<file path="src/hdl/etpc_pkg.sv">
// shared types, constants and helper functions for the escape-time pixel colorizer
package etpc_pkg;

   localparam int FRAC_BITS        = 28;
   localparam int COLORMAP_SIZE_DEF = 512;
   localparam int FIX_W            = 32;
   localparam int PROD_W           = 2 * FIX_W;
   localparam int WIDE_W           = PROD_W + 2;
   // a floored square is below 2^(62-FRAC_BITS)+1
   localparam int SQ_W             = PROD_W - 1 - FRAC_BITS;

   typedef logic signed [FIX_W-1:0]  fix_type;
   typedef logic signed [PROD_W-1:0] prod_type;
   typedef logic signed [WIDE_W-1:0] wide_type;
   typedef logic [SQ_W-1:0]          sq_type;
   typedef logic [30:0]              step_type;
   typedef logic [15:0]              iter_type;
   typedef logic [11:0]              pixel_type;
   typedef logic [23:0]              rgb_type;
   typedef logic [2:0]               csr_index_type;
   typedef logic [31:0]              csr_data_type;

   localparam csr_index_type CSR_ORIGIN_REAL = 3'd0;
   localparam csr_index_type CSR_ORIGIN_IMAG = 3'd1;
   localparam csr_index_type CSR_STEP_REAL   = 3'd2;
   localparam csr_index_type CSR_STEP_IMAG   = 3'd3;
   localparam csr_index_type CSR_MAX_ITER    = 3'd4;

   localparam iter_type MAX_ITER_RESET = 16'd1024;
   localparam rgb_type  COLOR_BLACK    = 24'h000000;

   // escape bound 4.0 against the sum of two floored squares
   localparam logic [SQ_W:0] ESC_LIMIT = (SQ_W+1)'(64'd4 << FRAC_BITS);

   localparam fix_type FIX_MAX = 32'sh7FFF_FFFF;
   localparam fix_type FIX_MIN = 32'sh8000_0000;

   // clamp a wide signed value to the 32-bit signed range
   function automatic fix_type sat32(input wide_type v);
      fix_type r;
      if (v > WIDE_W'(FIX_MAX)) begin
         r = FIX_MAX;
      end else if (v < WIDE_W'(FIX_MIN)) begin
         r = FIX_MIN;
      end else begin
         r = v[FIX_W-1:0];
      end
      return r;
   endfunction

endpackage

</file>
<file path="src/hdl/etpc_req_if.sv">
// request channel: one pixel coordinate pair per transaction
interface etpc_req_if;
   import etpc_pkg::*;

   logic      valid;
   logic      ready;
   pixel_type pixel_col;
   pixel_type pixel_row;

   modport source (output valid, output pixel_col, output pixel_row, input ready);
   modport sink   (input valid, input pixel_col, input pixel_row, output ready);
endinterface

</file>
<file path="src/hdl/etpc_rsp_if.sv">
// response channel: one colored pixel per transaction
interface etpc_rsp_if;
   import etpc_pkg::*;

   logic     valid;
   logic     ready;
   rgb_type  color_rgb;
   iter_type iter_count;
   logic     inside_set;

   modport source (output valid, output color_rgb, output iter_count, output inside_set,
                   input ready);
   modport sink   (input valid, input color_rgb, input iter_count, input inside_set,
                   output ready);
endinterface

</file>
<file path="src/hdl/escape_time_pixel_colorizer_core.sv">
// Mandelbrot escape-time colorizer: one pixel in, one color out. The pixel is mapped to
// c = (origin + col*step_real, origin + row*step_imag) in signed Q4.28, then z = z*z + c is
// iterated from zero until |z|^2 reaches 4.0 or the count reaches max_iter. A single shared
// 32x32 multiplier does every product, so an iteration is split into steps: cross term,
// x^2, y^2 and the update. A pixel that escapes then goes through a serial divide for its
// colormap index; a pixel that reaches the limit (default 1024) skips the divide. The
// block takes one pixel at a time: req ready is high only while it is idle, and a finished
// result waiting in the output register does not block the next pixel from being taken.
// Configuration registers are to be written only while idle: the user must ensure this;
// the block itself does not enforce it.
module escape_time_pixel_colorizer_core #(
   parameter int COLORMAP_SIZE = etpc_pkg::COLORMAP_SIZE_DEF
) (
   input  logic                    clock,
   input  logic                    reset,
   etpc_req_if.sink                req_chan,
   etpc_rsp_if.source              rsp_chan,
   input  logic                    csr_wr_en,
   input  etpc_pkg::csr_index_type csr_index,
   input  etpc_pkg::csr_data_type  csr_wr_data
);
   import etpc_pkg::*;

   // quotient width of the colormap index, index is below COLORMAP_SIZE
   localparam int QW = $clog2(COLORMAP_SIZE);
   localparam int DW = 16 + QW;
   localparam logic signed [14:0] HALF_CM = 15'(COLORMAP_SIZE / 2);

   // sequencer codes
   localparam logic [3:0] S_IDLE = 4'd0;   // wait for a pixel
   localparam logic [3:0] S_CR   = 4'd1;   // multiply col*step_real
   localparam logic [3:0] S_CI   = 4'd2;   // form cr, multiply row*step_imag
   localparam logic [3:0] S_CIW  = 4'd3;   // form ci, clear z
   localparam logic [3:0] S_MXY  = 4'd4;   // first cross product
   localparam logic [3:0] S_NEW  = 4'd5;   // z update
   localparam logic [3:0] S_MXX  = 4'd6;   // multiply x*x
   localparam logic [3:0] S_MYY  = 4'd7;   // take x^2, multiply y*y
   localparam logic [3:0] S_SQ   = 4'd8;   // take y^2, escape test, next cross product
   localparam logic [3:0] S_FIN  = 4'd9;   // start index divide unless inside
   localparam logic [3:0] S_DIVW = 4'd10;  // wait for divider
   localparam logic [3:0] S_OUT  = 4'd11;  // load output register

   // configuration
   fix_type  origin_real_ff;
   fix_type  origin_imag_ff;
   step_type step_real_ff;
   step_type step_imag_ff;
   iter_type max_iter_ff;

   // sequencer and datapath state
   logic [3:0] state_ff, state_in;
   pixel_type  col_ff, col_in;
   pixel_type  row_ff, row_in;
   fix_type    cr_ff, cr_in;
   fix_type    ci_ff, ci_in;
   fix_type    x_ff, x_in;
   fix_type    y_ff, y_in;
   sq_type     xx_ff, xx_in;
   sq_type     yy_ff, yy_in;
   iter_type   count_ff, count_in;

   // output register
   logic     rsp_valid_ff, rsp_valid_in;
   rgb_type  rsp_color_ff, rsp_color_in;
   iter_type rsp_count_ff, rsp_count_in;
   logic     rsp_inside_ff, rsp_inside_in;

   // shared multiplier
   fix_type  mul_a;
   fix_type  mul_b;
   prod_type prod_ff;

   // divider
   logic          div_start;
   logic          div_busy;
   logic [QW-1:0] div_quo;
   logic [DW-1:0] div_num;

   // datapath terms
   wide_type       prod_ext;
   prod_type       cross_term;
   wide_type       coord_sum;
   wide_type       new_x_wide;
   wide_type       new_y_wide;
   prod_type       sq_shift;
   sq_type         sq_new;
   logic [SQ_W:0]  mag_sum;
   logic           keep_going;
   logic           out_free;
   logic           limit_hit;

   // colormap entry, each channel masked to 8 bits
   function automatic rgb_type palette(input logic [QW-1:0] idx);
      logic signed [14:0] iv;
      logic signed [14:0] rv;
      logic signed [14:0] gv;
      logic signed [14:0] bv;
      logic [8:0]         dsum;
      logic [7:0]         r8;
      logic [7:0]         g8;
      logic [7:0]         b8;
      iv = $signed(15'(idx));
      rv = iv - HALF_CM + 15'sd192;
      gv = (iv * 15'sd3) >>> 1;
      bv = HALF_CM - (iv <<< 1);
      if (rv < 15'sd0) begin
         rv = 15'sd0;
      end
      // mod 255 as a digit sum in base 256, one correction
      dsum = {1'b0, rv[7:0]} + 9'(rv[14:8]);
      if (dsum >= 9'd255) begin
         dsum = dsum - 9'd255;
      end
      if (rv > 15'sd255) begin
         r8 = rv[7:0] - {dsum[6:0], 1'b0};
      end else begin
         r8 = rv[7:0];
      end
      if (gv > 15'sd255) begin
         g8 = (gv < 15'sd384) ? {8'(8'd255 - gv[7:0])} << 1 : 8'd0;
      end else begin
         g8 = gv[7:0];
      end
      if (bv < 15'sd0) begin
         b8 = (bv < -15'sd512) ? 8'(8'd0 - bv[7:0]) : 8'd0;
      end else begin
         b8 = bv[7:0];
      end
      return {r8, g8, b8};
   endfunction

   etpc_mul u_mul (
      .clock   (clock),
      .mul_a   (mul_a),
      .mul_b   (mul_b),
      .prod_ff (prod_ff)
   );

   etpc_div #(.QW(QW)) u_div (
      .clock    (clock),
      .reset    (reset),
      .start    (div_start),
      .dividend (div_num),
      .divisor  (max_iter_ff),
      .busy     (div_busy),
      .quotient (div_quo)
   );

   // multiplier operand select by sequencer step
   always_comb begin
      case (state_ff)
         S_CR: begin
            mul_a = fix_type'({20'd0, col_ff});
            mul_b = fix_type'({1'b0, step_real_ff});
         end
         S_CI: begin
            mul_a = fix_type'({20'd0, row_ff});
            mul_b = fix_type'({1'b0, step_imag_ff});
         end
         S_MXX: begin
            mul_a = x_ff;
            mul_b = x_ff;
         end
         S_MYY: begin
            mul_a = y_ff;
            mul_b = y_ff;
         end
         default: begin
            mul_a = x_ff;
            mul_b = y_ff;
         end
      endcase
   end

   // wide sums around the product register
   assign prod_ext   = {{2{prod_ff[PROD_W-1]}}, prod_ff};
   // 2*x*y: floor shift by one bit less
   assign cross_term = prod_ff >>> (FRAC_BITS - 1);
   assign sq_shift   = prod_ff >>> FRAC_BITS;
   assign sq_new     = sq_shift[SQ_W-1:0];
   // coordinate: origin plus col/row times step, shared for both axes
   assign coord_sum  = prod_ext + ((state_ff == S_CI) ?
                          {{(WIDE_W-FIX_W){origin_real_ff[FIX_W-1]}}, origin_real_ff} :
                          {{(WIDE_W-FIX_W){origin_imag_ff[FIX_W-1]}}, origin_imag_ff});
   assign new_x_wide = $signed({{(WIDE_W-SQ_W){1'b0}}, xx_ff})
                     - $signed({{(WIDE_W-SQ_W){1'b0}}, yy_ff})
                     + {{(WIDE_W-FIX_W){cr_ff[FIX_W-1]}}, cr_ff};
   assign new_y_wide = {{2{cross_term[PROD_W-1]}}, cross_term}
                     + {{(WIDE_W-FIX_W){ci_ff[FIX_W-1]}}, ci_ff};
   // escape test uses the y^2 that arrives this cycle
   assign mag_sum    = {1'b0, xx_ff} + {1'b0, sq_new};
   assign keep_going = (mag_sum < ESC_LIMIT) && (count_ff < max_iter_ff);

   assign limit_hit  = (count_ff == max_iter_ff);
   assign div_num    = DW'(count_ff) * DW'(COLORMAP_SIZE);
   assign div_start  = (state_ff == S_FIN) && !limit_hit;
   assign out_free   = !rsp_valid_ff || rsp_chan.ready;

   // sequencer
   always_comb begin
      state_in      = state_ff;
      col_in        = col_ff;
      row_in        = row_ff;
      cr_in         = cr_ff;
      ci_in         = ci_ff;
      x_in          = x_ff;
      y_in          = y_ff;
      xx_in         = xx_ff;
      yy_in         = yy_ff;
      count_in      = count_ff;
      rsp_valid_in  = rsp_valid_ff && !rsp_chan.ready;
      rsp_color_in  = rsp_color_ff;
      rsp_count_in  = rsp_count_ff;
      rsp_inside_in = rsp_inside_ff;
      case (state_ff)
         S_IDLE: begin
            if (req_chan.valid) begin
               col_in   = req_chan.pixel_col;
               row_in   = req_chan.pixel_row;
               state_in = S_CR;
            end
         end
         S_CR: begin
            state_in = S_CI;
         end
         S_CI: begin
            cr_in    = sat32(coord_sum);
            state_in = S_CIW;
         end
         S_CIW: begin
            ci_in    = sat32(coord_sum);
            x_in     = '0;
            y_in     = '0;
            xx_in    = '0;
            yy_in    = '0;
            count_in = '0;
            // z starts at zero, so only the limit can stop the first pass
            state_in = (max_iter_ff == '0) ? S_FIN : S_MXY;
         end
         S_MXY: begin
            state_in = S_NEW;
         end
         S_NEW: begin
            x_in     = sat32(new_x_wide);
            y_in     = sat32(new_y_wide);
            count_in = count_ff + 16'd1;
            state_in = S_MXX;
         end
         S_MXX: begin
            state_in = S_MYY;
         end
         S_MYY: begin
            xx_in    = sq_new;
            state_in = S_SQ;
         end
         S_SQ: begin
            yy_in    = sq_new;
            state_in = keep_going ? S_NEW : S_FIN;
         end
         S_FIN: begin
            state_in = limit_hit ? S_OUT : S_DIVW;
         end
         S_DIVW: begin
            if (!div_busy) begin
               state_in = S_OUT;
            end
         end
         S_OUT: begin
            if (out_free) begin
               rsp_valid_in  = 1'b1;
               rsp_color_in  = limit_hit ? COLOR_BLACK : palette(div_quo);
               rsp_count_in  = count_ff;
               rsp_inside_in = limit_hit;
               state_in      = S_IDLE;
            end
         end
         default: begin
            state_in = S_IDLE;
         end
      endcase
   end

   always_ff @(posedge clock) begin
      if (reset) begin
         state_ff     <= S_IDLE;
         rsp_valid_ff <= 1'b0;
      end else begin
         state_ff     <= state_in;
         rsp_valid_ff <= rsp_valid_in;
      end
      col_ff        <= col_in;
      row_ff        <= row_in;
      cr_ff         <= cr_in;
      ci_ff         <= ci_in;
      x_ff          <= x_in;
      y_ff          <= y_in;
      xx_ff         <= xx_in;
      yy_ff         <= yy_in;
      count_ff      <= count_in;
      rsp_color_ff  <= rsp_color_in;
      rsp_count_ff  <= rsp_count_in;
      rsp_inside_ff <= rsp_inside_in;
   end

   // configuration registers, writes beyond the list are dropped
   always_ff @(posedge clock) begin
      if (reset) begin
         origin_real_ff <= '0;
         origin_imag_ff <= '0;
         step_real_ff   <= '0;
         step_imag_ff   <= '0;
         max_iter_ff    <= MAX_ITER_RESET;
      end else if (csr_wr_en) begin
         case (csr_index)
            CSR_ORIGIN_REAL: origin_real_ff <= csr_wr_data;
            CSR_ORIGIN_IMAG: origin_imag_ff <= csr_wr_data;
            CSR_STEP_REAL:   step_real_ff   <= csr_wr_data[30:0];
            CSR_STEP_IMAG:   step_imag_ff   <= csr_wr_data[30:0];
            CSR_MAX_ITER:    max_iter_ff    <= csr_wr_data[15:0];
            default: begin
            end
         endcase
      end
   end

   // channel hookup
   assign req_chan.ready      = (state_ff == S_IDLE);
   assign rsp_chan.valid      = rsp_valid_ff;
   assign rsp_chan.color_rgb  = rsp_color_ff;
   assign rsp_chan.iter_count = rsp_count_ff;
   assign rsp_chan.inside_set = rsp_inside_ff;

   // loop never runs past the limit
   a_count_bound: assert property (@(posedge clock) disable iff (reset)
      (state_ff == S_FIN) |-> (count_ff <= max_iter_ff))
      else $error("iteration count beyond limit");

   // an inside pixel is black and carries the full count
   a_inside_black: assert property (@(posedge clock) disable iff (reset)
      (rsp_valid_ff && rsp_inside_ff) |->
         (rsp_color_ff == COLOR_BLACK && rsp_count_ff == max_iter_ff))
      else $error("inside pixel not black or count off");

   // divider is never restarted while busy
   a_div_idle: assert property (@(posedge clock) disable iff (reset)
      div_start |-> !div_busy)
      else $error("divider restarted while busy");

   // a new result only comes from the output step
   a_rsp_source: assert property (@(posedge clock) disable iff (reset)
      $rose(rsp_valid_ff) |-> ($past(state_ff) == S_OUT))
      else $error("result raised outside output step");
endmodule

</file>
<file path="src/hdl/etpc_mul.sv">
// shared signed 32x32 multiplier with registered product
module etpc_mul (
   input  logic              clock,
   input  etpc_pkg::fix_type mul_a,
   input  etpc_pkg::fix_type mul_b,
   output etpc_pkg::prod_type prod_ff
);
   import etpc_pkg::*;

   prod_type prod_in;

   assign prod_in = prod_type'(mul_a) * prod_type'(mul_b);

   always_ff @(posedge clock) begin
      prod_ff <= prod_in;
   end
endmodule

</file>
<file path="src/hdl/etpc_div.sv">
// restoring divider, one quotient bit per cycle, quotient known to fit QW bits
module etpc_div #(
   parameter int QW = $clog2(etpc_pkg::COLORMAP_SIZE_DEF)
) (
   input  logic               clock,
   input  logic               reset,
   input  logic               start,
   input  logic [16+QW-1:0]   dividend,
   input  etpc_pkg::iter_type divisor,
   output logic               busy,
   output logic [QW-1:0]      quotient
);
   import etpc_pkg::*;

   localparam int CW = $clog2(QW + 1);

   logic [15:0]   rem_ff,  rem_in;
   logic [QW-1:0] low_ff,  low_in;
   logic [QW-1:0] quo_ff,  quo_in;
   logic [CW-1:0] cnt_ff,  cnt_in;
   logic          busy_ff, busy_in;
   logic [16:0]   trial;
   logic [16:0]   diff;
   logic          ge;

   assign trial = {rem_ff, low_ff[QW-1]};
   assign diff  = trial - {1'b0, divisor};
   assign ge    = (trial >= {1'b0, divisor});

   always_comb begin
      rem_in  = rem_ff;
      low_in  = low_ff;
      quo_in  = quo_ff;
      cnt_in  = cnt_ff;
      busy_in = busy_ff;
      if (start) begin
         // upper part is already below the divisor
         rem_in  = dividend[16+QW-1:QW];
         low_in  = dividend[QW-1:0];
         cnt_in  = CW'(QW);
         busy_in = 1'b1;
      end else if (busy_ff) begin
         rem_in  = ge ? diff[15:0] : trial[15:0];
         low_in  = {low_ff[QW-2:0], 1'b0};
         quo_in  = {quo_ff[QW-2:0], ge};
         cnt_in  = cnt_ff - CW'(1);
         busy_in = (cnt_ff != CW'(1));
      end
   end

   always_ff @(posedge clock) begin
      if (reset) begin
         busy_ff <= 1'b0;
         cnt_ff  <= '0;
      end else begin
         busy_ff <= busy_in;
         cnt_ff  <= cnt_in;
      end
      rem_ff <= rem_in;
      low_ff <= low_in;
      quo_ff <= quo_in;
   end

   assign busy     = busy_ff;
   assign quotient = quo_ff;
endmodule
</file>
<file path="src/flat_wrapper.sv">
// flat-port wrapper written by rule: the top's interface ports become plain ports
module escape_time_pixel_colorizer_core_flat import etpc_pkg::*;
#(
   parameter int COLORMAP_SIZE = etpc_pkg::COLORMAP_SIZE_DEF
)
  (clock, reset, csr_wr_en, csr_index, csr_wr_data, req_chan_valid, req_chan_pixel_col, req_chan_pixel_row, req_chan_ready, rsp_chan_valid, rsp_chan_color_rgb, rsp_chan_iter_count, rsp_chan_inside_set, rsp_chan_ready);
  etpc_req_if req_chan_i ();
  etpc_rsp_if rsp_chan_i ();
  input  logic clock;
  input  logic reset;
  input  logic csr_wr_en;
  input  etpc_pkg::csr_index_type csr_index;
  input  etpc_pkg::csr_data_type csr_wr_data;
  input wire logic [$bits(req_chan_i.valid)-1:0] req_chan_valid;
  input wire logic [$bits(req_chan_i.pixel_col)-1:0] req_chan_pixel_col;
  input wire logic [$bits(req_chan_i.pixel_row)-1:0] req_chan_pixel_row;
  output wire logic [$bits(req_chan_i.ready)-1:0] req_chan_ready;
  output wire logic [$bits(rsp_chan_i.valid)-1:0] rsp_chan_valid;
  output wire logic [$bits(rsp_chan_i.color_rgb)-1:0] rsp_chan_color_rgb;
  output wire logic [$bits(rsp_chan_i.iter_count)-1:0] rsp_chan_iter_count;
  output wire logic [$bits(rsp_chan_i.inside_set)-1:0] rsp_chan_inside_set;
  input wire logic [$bits(rsp_chan_i.ready)-1:0] rsp_chan_ready;
  assign req_chan_i.valid = req_chan_valid;
  assign req_chan_i.pixel_col = req_chan_pixel_col;
  assign req_chan_i.pixel_row = req_chan_pixel_row;
  assign req_chan_ready = req_chan_i.ready;
  assign rsp_chan_valid = rsp_chan_i.valid;
  assign rsp_chan_color_rgb = rsp_chan_i.color_rgb;
  assign rsp_chan_iter_count = rsp_chan_i.iter_count;
  assign rsp_chan_inside_set = rsp_chan_i.inside_set;
  assign rsp_chan_i.ready = rsp_chan_ready;
  escape_time_pixel_colorizer_core #(.COLORMAP_SIZE(COLORMAP_SIZE)) u_core (.clock(clock), .reset(reset), .req_chan(req_chan_i), .rsp_chan(rsp_chan_i), .csr_wr_en(csr_wr_en), .csr_index(csr_index), .csr_wr_data(csr_wr_data));
endmodule
</file>
<file path="config.mk">
export PLATFORM = sky130hd
export DESIGN_NAME = escape_time_pixel_colorizer_core_flat
export DESIGN_NICKNAME = d
export VERILOG_FILES = /design/src/hdl/etpc_pkg.sv /design/src/hdl/etpc_req_if.sv /design/src/hdl/etpc_rsp_if.sv /design/src/hdl/escape_time_pixel_colorizer_core.sv /design/src/hdl/etpc_mul.sv /design/src/hdl/etpc_div.sv /design/src/flat_wrapper.sv
export SDC_FILE = /design/constraint.sdc
export NUM_CORES = 2
export LEC_CHECK = 0
export BUFFER_PORTS_ARGS = -buffer_cell sky130_fd_sc_hd__buf_2
export CAP_MARGIN = 15
export CORE_ASPECT_RATIO = 0.75
export CORE_MARGIN = 8
export CORE_UTILIZATION = 40
export DETAILED_ROUTE_END_ITERATION = 10
export PLACE_DENSITY = 0.63
export SLEW_MARGIN = 20
export SYNTH_ARGS = -nofsm -noshare
export SYNTH_HDL_FRONTEND = slang
export SYNTH_SLANG_ARGS = --single-unit
</file>
<file path="constraint.sdc">
create_clock -name clock -period 11.71 [get_ports clock]
set_clock_uncertainty 0.1 [all_clocks]
set_input_delay 2.342 -clock clock [delete_from_list [all_inputs] [get_ports clock]]
set_output_delay 2.342 -clock clock [all_outputs]
set_load 0.05 [all_outputs]
</file>
# Yosys cells after proc, flatten, opt, wreduce, memory -nomap -nowiden
# Index checks and enable logic that the tools add are counted.
# totals
register_bits,520
inputBits,64
out_inout_bits,43
elab_cells,145
# classes
add_sub_neg,16
mul,2
magnitude_cmp,16
eq_ne,20
n_mux,41
n_bitwise,1
n_reduce_logical,24
# op_table
op,n
$gt A66 B32 Y1 const B,3
$lt A66 B32 Y1 const B,3
$mux W32,6
$pmux W32 S3,2
$pmux W35 S2,2
$add A66 B66 Y66,2
$pmux W32 S2,2
$mux W66,1
$mul A32 B32 Y64,1
$mux W16,3
$pmux W4 S12,1
$mux W15,3
$mux W8,5
$add A37 B32 Y38,1
$add A35 B35 Y36,1
$lt A36 B31 Y1 const B,1
$sub A35 B35 Y36,1
$pmux W16 S2,1
$lt A15 B1 Y1 const B,2
$mux W4,7
$mux W7,3
$ge A17 B16 Y1,1
$add A16 B1 Y16 const B,1
$eq A16 B16 Y1,1
other kinds (39),66

# Logic depth before layout (Yosys ltp)
# logic_depth
word_depth,13
ltp_mapped,40
ltp_nobuf,35

# By module
# A second synthesis with hierarchy kept.
# unflattened
cells_unflattened,7574
hier_area_um2,69541.7
# by_module_without_submodules
mod,n_inst,cells_each,area_per_inst_um2,seq_area_each_um2
etpc_mul,1,4049,37917.6,1281.2
escape_time_pixel_colorizer_core,1,3260,29039.1,11290.8
etpc_div,1,265,2585.0,1121.1

# Least setup slack after synthesis
# Ideal clock, no wire load.
# synth_path
path_type,register to register
from,register u_core.state_ff[2]
to,register u_core.u_mul.prod_ff[58]
setup_time_ns,0.072
arrival_time_ns,9.885
t_required_ns,11.538
path_slack_ns,1.653
path_stages_with_launch,38
path_buffers,5
period_less_slack_ns,10.057
cell_sequence,dfxtp_1 clkbuf_1 nor2b_1 nor3b_1 clkbuf_1 or3_1 clkbuf_1 buf_1 o21a_1 clkbuf_1 nand2_1 fa_1 inv_1 fa_1 fa_1 inv_1 fa_1 inv_1 (+2 left out) fa_1 inv_1 fa_1 inv_1 ha_1 a21o_1 a21o_1 a2111oi_0 nor2_1 o221ai_1 o21a_1 a311o_1 o2111ai_1 a31oi_1 o21ai_0 a221o_1 a21oi_1 xnor2_1
# synth_between
elab_chain_cells,3
word_cells_on_any_way,7
classes_between,mul (1); eq/ne (4); mux (2)
# synth_lines
element,line_no,source
from (decl),escape_time_pixel_colorizer_core.sv:51,"logic [3:0] state_ff, state_in;"
from (signal assigned),escape_time_pixel_colorizer_core.sv:288,state_ff <= state_in;
$eq A4 B3 Y1 (tied with other cells),escape_time_pixel_colorizer_core.sv:151,case (state_ff)
$pmux W32 S3,escape_time_pixel_colorizer_core.sv:151,
$mul A32 B32 Y64 (*),etpc_mul.sv:12,assign prod_in = prod_type'(mul_a) * prod_type'(mul_b);
named net u_core.u_mul.prod_in[58],etpc_mul.sv:10,prod_type prod_in;
to (signal assigned),etpc_mul.sv:15,prod_ff <= prod_in;
to (decl),etpc_mul.sv:6,output etpc_pkg::prod_type prod_ff
# Mark *: on every way through the listed nets, which the timed path passes. The rest lies on a longest branch.
# A chain may end at the register's enable or synchronous reset.

# Worst setup path in the final report
# layout_path
from,register u_core.state_ff[1]
to,register u_core.u_mul.prod_ff[60]
# The elaborated chain is that of the path after synthesis.

==> out/qor.yml <==
status: "finished clean"
die_height_um: 375
synth_top_cell_by_area: "fa_1"
synth_edf_count: 303
r2r_slack_ns: 0.18
die_x_um: 494
io_pins: 107
yosysSeqAreaShare_pct: 19.6
slew_headroom_pct: 14.2
min_period_ns: 11.53
ant_nets: 0
r2r_end: "u_core.u_mul.prod_ff[60]"
startpoint_type: "register"
yosys-top-cells-area: "fa_1, edfxtp_1, ha_1"
dp_cells: 9905
drive_above_1_share_pct: 6.66
rr_startpoint: "u_core.state_ff[1]"
synthArstFlopShare_pct: 0
cp_data_arrival_time_ns: 11.95
fin_nets: 9315
synth_top_area_share_pct: 31.8
cts_buffers: 56
slowest_delay_ns: 1.00
maxCapViolCount: 0
vias: 55900
finalNonFillerCells: 10000
path_class: "register to register"
critPathCaptureType: "register"
worst_slew_pin_slew_ns: 1.29
timing.final.hold_violations: 0
drc: 0
synthTopCellsByCount: "inv_1, fa_1, nand2_1"
postCtsHoldBufs: 0
critPathMaxFanout: 30
syn_area_per_cell_um2: 8.92
min_period_over_period_pct: 98.5
first_pass_iters: 8
fin_area_um2: 74500
yosysWarningCount: 0
post-route-util_pct: 43.7
grt_max_degree: 95
final_max_slew_viol_count: 0
dp_hpwl_mm: 198
place.gp.congestion: 1.03
cts_root_buf: "clkbuf_16"
overflow: 0
portBuffers: 105
setup_viol: 0
crit_top_cell: "fa_1"
cts_sinks: 519
min-delay-start: "u_core.origin_imag_ff[13]"
track_usage_pct: 25.4
syn_area_um2: 68600
synthCells: 7695
design.die.area_um2: 185000
hold_slack_ns: 0.352
fp.coreArea_um2: 170000
yosysMostFrequentCell: "inv_1"
initial_core_util_pct: 40.3
holdPathEnd: "u_core.origin_imag_ff[13]"
synthDistinctLibCells: 87
clk_pin_slew_ns: 0.07
cts_buffer_depth: 3
viasPerCell: 5.58
max_freq_mhz: 86.7
htreeDepth: 2
reg2regPathDepth: 34
syn2layout_area_growth_pct: 8.50
num_rows: 131
placed_area_um2: 72300
synth_ff_type: "edfxtp_1"
crit_required_ns: 12.13
wl_per_cell_um: 23.8
hold_path_depth: 2
clkLatencyLatePin_ns: 0.69
drtIter0Drc: 6559
hp-class: "register to register"
cts_tree: "done"
grt_first_pass_wirelength_mm: 358
wl_mm: 238
antenna_found_initial: 13
ys_ff_latch: 519
critPathSlowestCell: "a22oi_1"
grt_pass1_vias: 55200
layer usage:
metal | track usage, % | vias to the layer above | part of all wire, %
met5 | 0.467 | - | 0.063
met4 | 7.25 | 6 | 3.6
met3 | 7.73 | 396 | 12
met2 | 35.1 | 2679 | 40
met1 | 37.8 | 28000 | 45
li1 | - | 24800 | -
how the worst max path moves through the flow:
| stage | start | end | slack (ns) | depth (start not counted) |
|---|---|---|---|---|
| after floorplan | u_core.state_ff[2] | u_core.u_mul.prod_ff[58] | 1.65 | 37 |
| final | u_core.state_ff[1] | u_core.u_mul.prod_ff[60] | 0.18 | 34 |
| after detailed placement | u_core.state_ff[3] | u_core.u_mul.prod_ff[58] | 0.29 | 36 |
| after global placement | u_core.state_ff[3] | u_core.u_mul.prod_ff[58] | 0.32 | 34 |
| after global routing | u_core.state_ff[3] | u_core.u_mul.prod_ff[58] | -0.02 | 36 |
| after CTS | u_core.state_ff[3] | u_core.u_mul.prod_ff[58] | 0.20 | 36 |
cell usage in the layout (no fill, tap or decap), types with 35 or more instances in the layout:
cell,netlist,routed
mux2_2,35,35
xnor2_1,185,185
xor2_1,80,80
nor2b_1,49,48
clkbuf_16,0,58
nor2_1,754,751
nand3_1,109,108
inv_1,1248,1248
o21bai_1,37,37
nor3_1,55,52
buf_4,4,203
nand2b_1,54,54
a21o_1,172,172
edfxtp_1,303,303
nand4_1,91,91
buf_2,10,104
o21ai_0,205,203
a21oi_1,444,443
nand2_1,1061,1061
and3_1,60,59
and2_1,92,91
o21a_1,41,41
fa_1,1090,1090
ha_1,459,459
o211ai_1,57,57
dfxtp_1,216,214
area by class of cell:
| class | instances | area [µm²] |
|---|---|---|
| multi-input cells | 5566 | 49300 |
| inverters | 1249 | 4690 |
| diodes | 4 | 10.0 |
| clock inverters | 37 | 593 |
| repair buffers | 310 | 2100 |
| fillers | 16600 | 95800 |
| well taps | 2261 | 2830 |
| clock buffers | 69 | 1510 |
| flip-flops and latches | 519 | 13400 |
worst max-delay path, delay by kind of cell, from the launching register on:
family / cells / cell delay [ns]
adder cells (fa/ha/maj): 9 / 4.59
AO/OA/AOI/OAI: 9 / 3.20
AND/OR/NAND/NOR: 7 / 1.71
buffers and inverters: 8 / 1.07
flip-flops: 1 / 0.51
XOR/XNOR: 1 / 0.12
what timing repair did:
action | 4_1_cts | 5_1_grt
resized for setup | 0 | 7
buffers inserted | 0 | 0
setup endpoints to repair | 0 | 4
hold endpoints to repair | 0 | 0
cell families (layout without fill, tap and decap cells):
| kind of cell | after synthesis | in the layout | synth area share, % |
|---|---|---|---|
| AOI/OAI and AO/OA | 1248 | 1248 | 11.6 |
| xor gates and xnor gates | 265 | 265 | 3.38 |
| adders and majority gates | 1549 | 1549 | 40.2 |
| buffers and inverters | 1612 | 1665 | 8.85 |
| DFF | 519 | 519 | 19.6 |
| muxes | 47 | 47 | 0.749 |
| other | 1 | 7 | 0.00546 |
| and+or+nand+nor | 2454 | 2454 | 15.7 |
metrics by stage:
| step | setup WS, ns | setup TNS (ns) |
|---|---|---|
| 2_1_floorplan | 1.65 | 0 |
| 3_3_place_gp | 0.322 | 0 |
| 3_5_place_dp | 0.292 | 0 |
| 6_report | 0.179 | 0 |
| 5_1_grt | -0.0159 | -0.0159 |
| 4_1_cts | 0.198 | 0 |
flip-flops by register name, summed over array words and instances (netlist names), 32 cells and up:
name and cells:
u_core.origin_imag_ff 32, u_core.u_mul.prod_ff 64, u_core.x_ff 32, u_core.xx_ff 35, u_core.origin_real_ff 32, u_core.ci_ff 32
u_core.cr_ff 32, u_core.yy_ff 35, u_core.y_ff 32
Power is left out: the tool's default activity adds up to more than one toggle a clock period on the data nets, which glitch-free logic cannot reach.
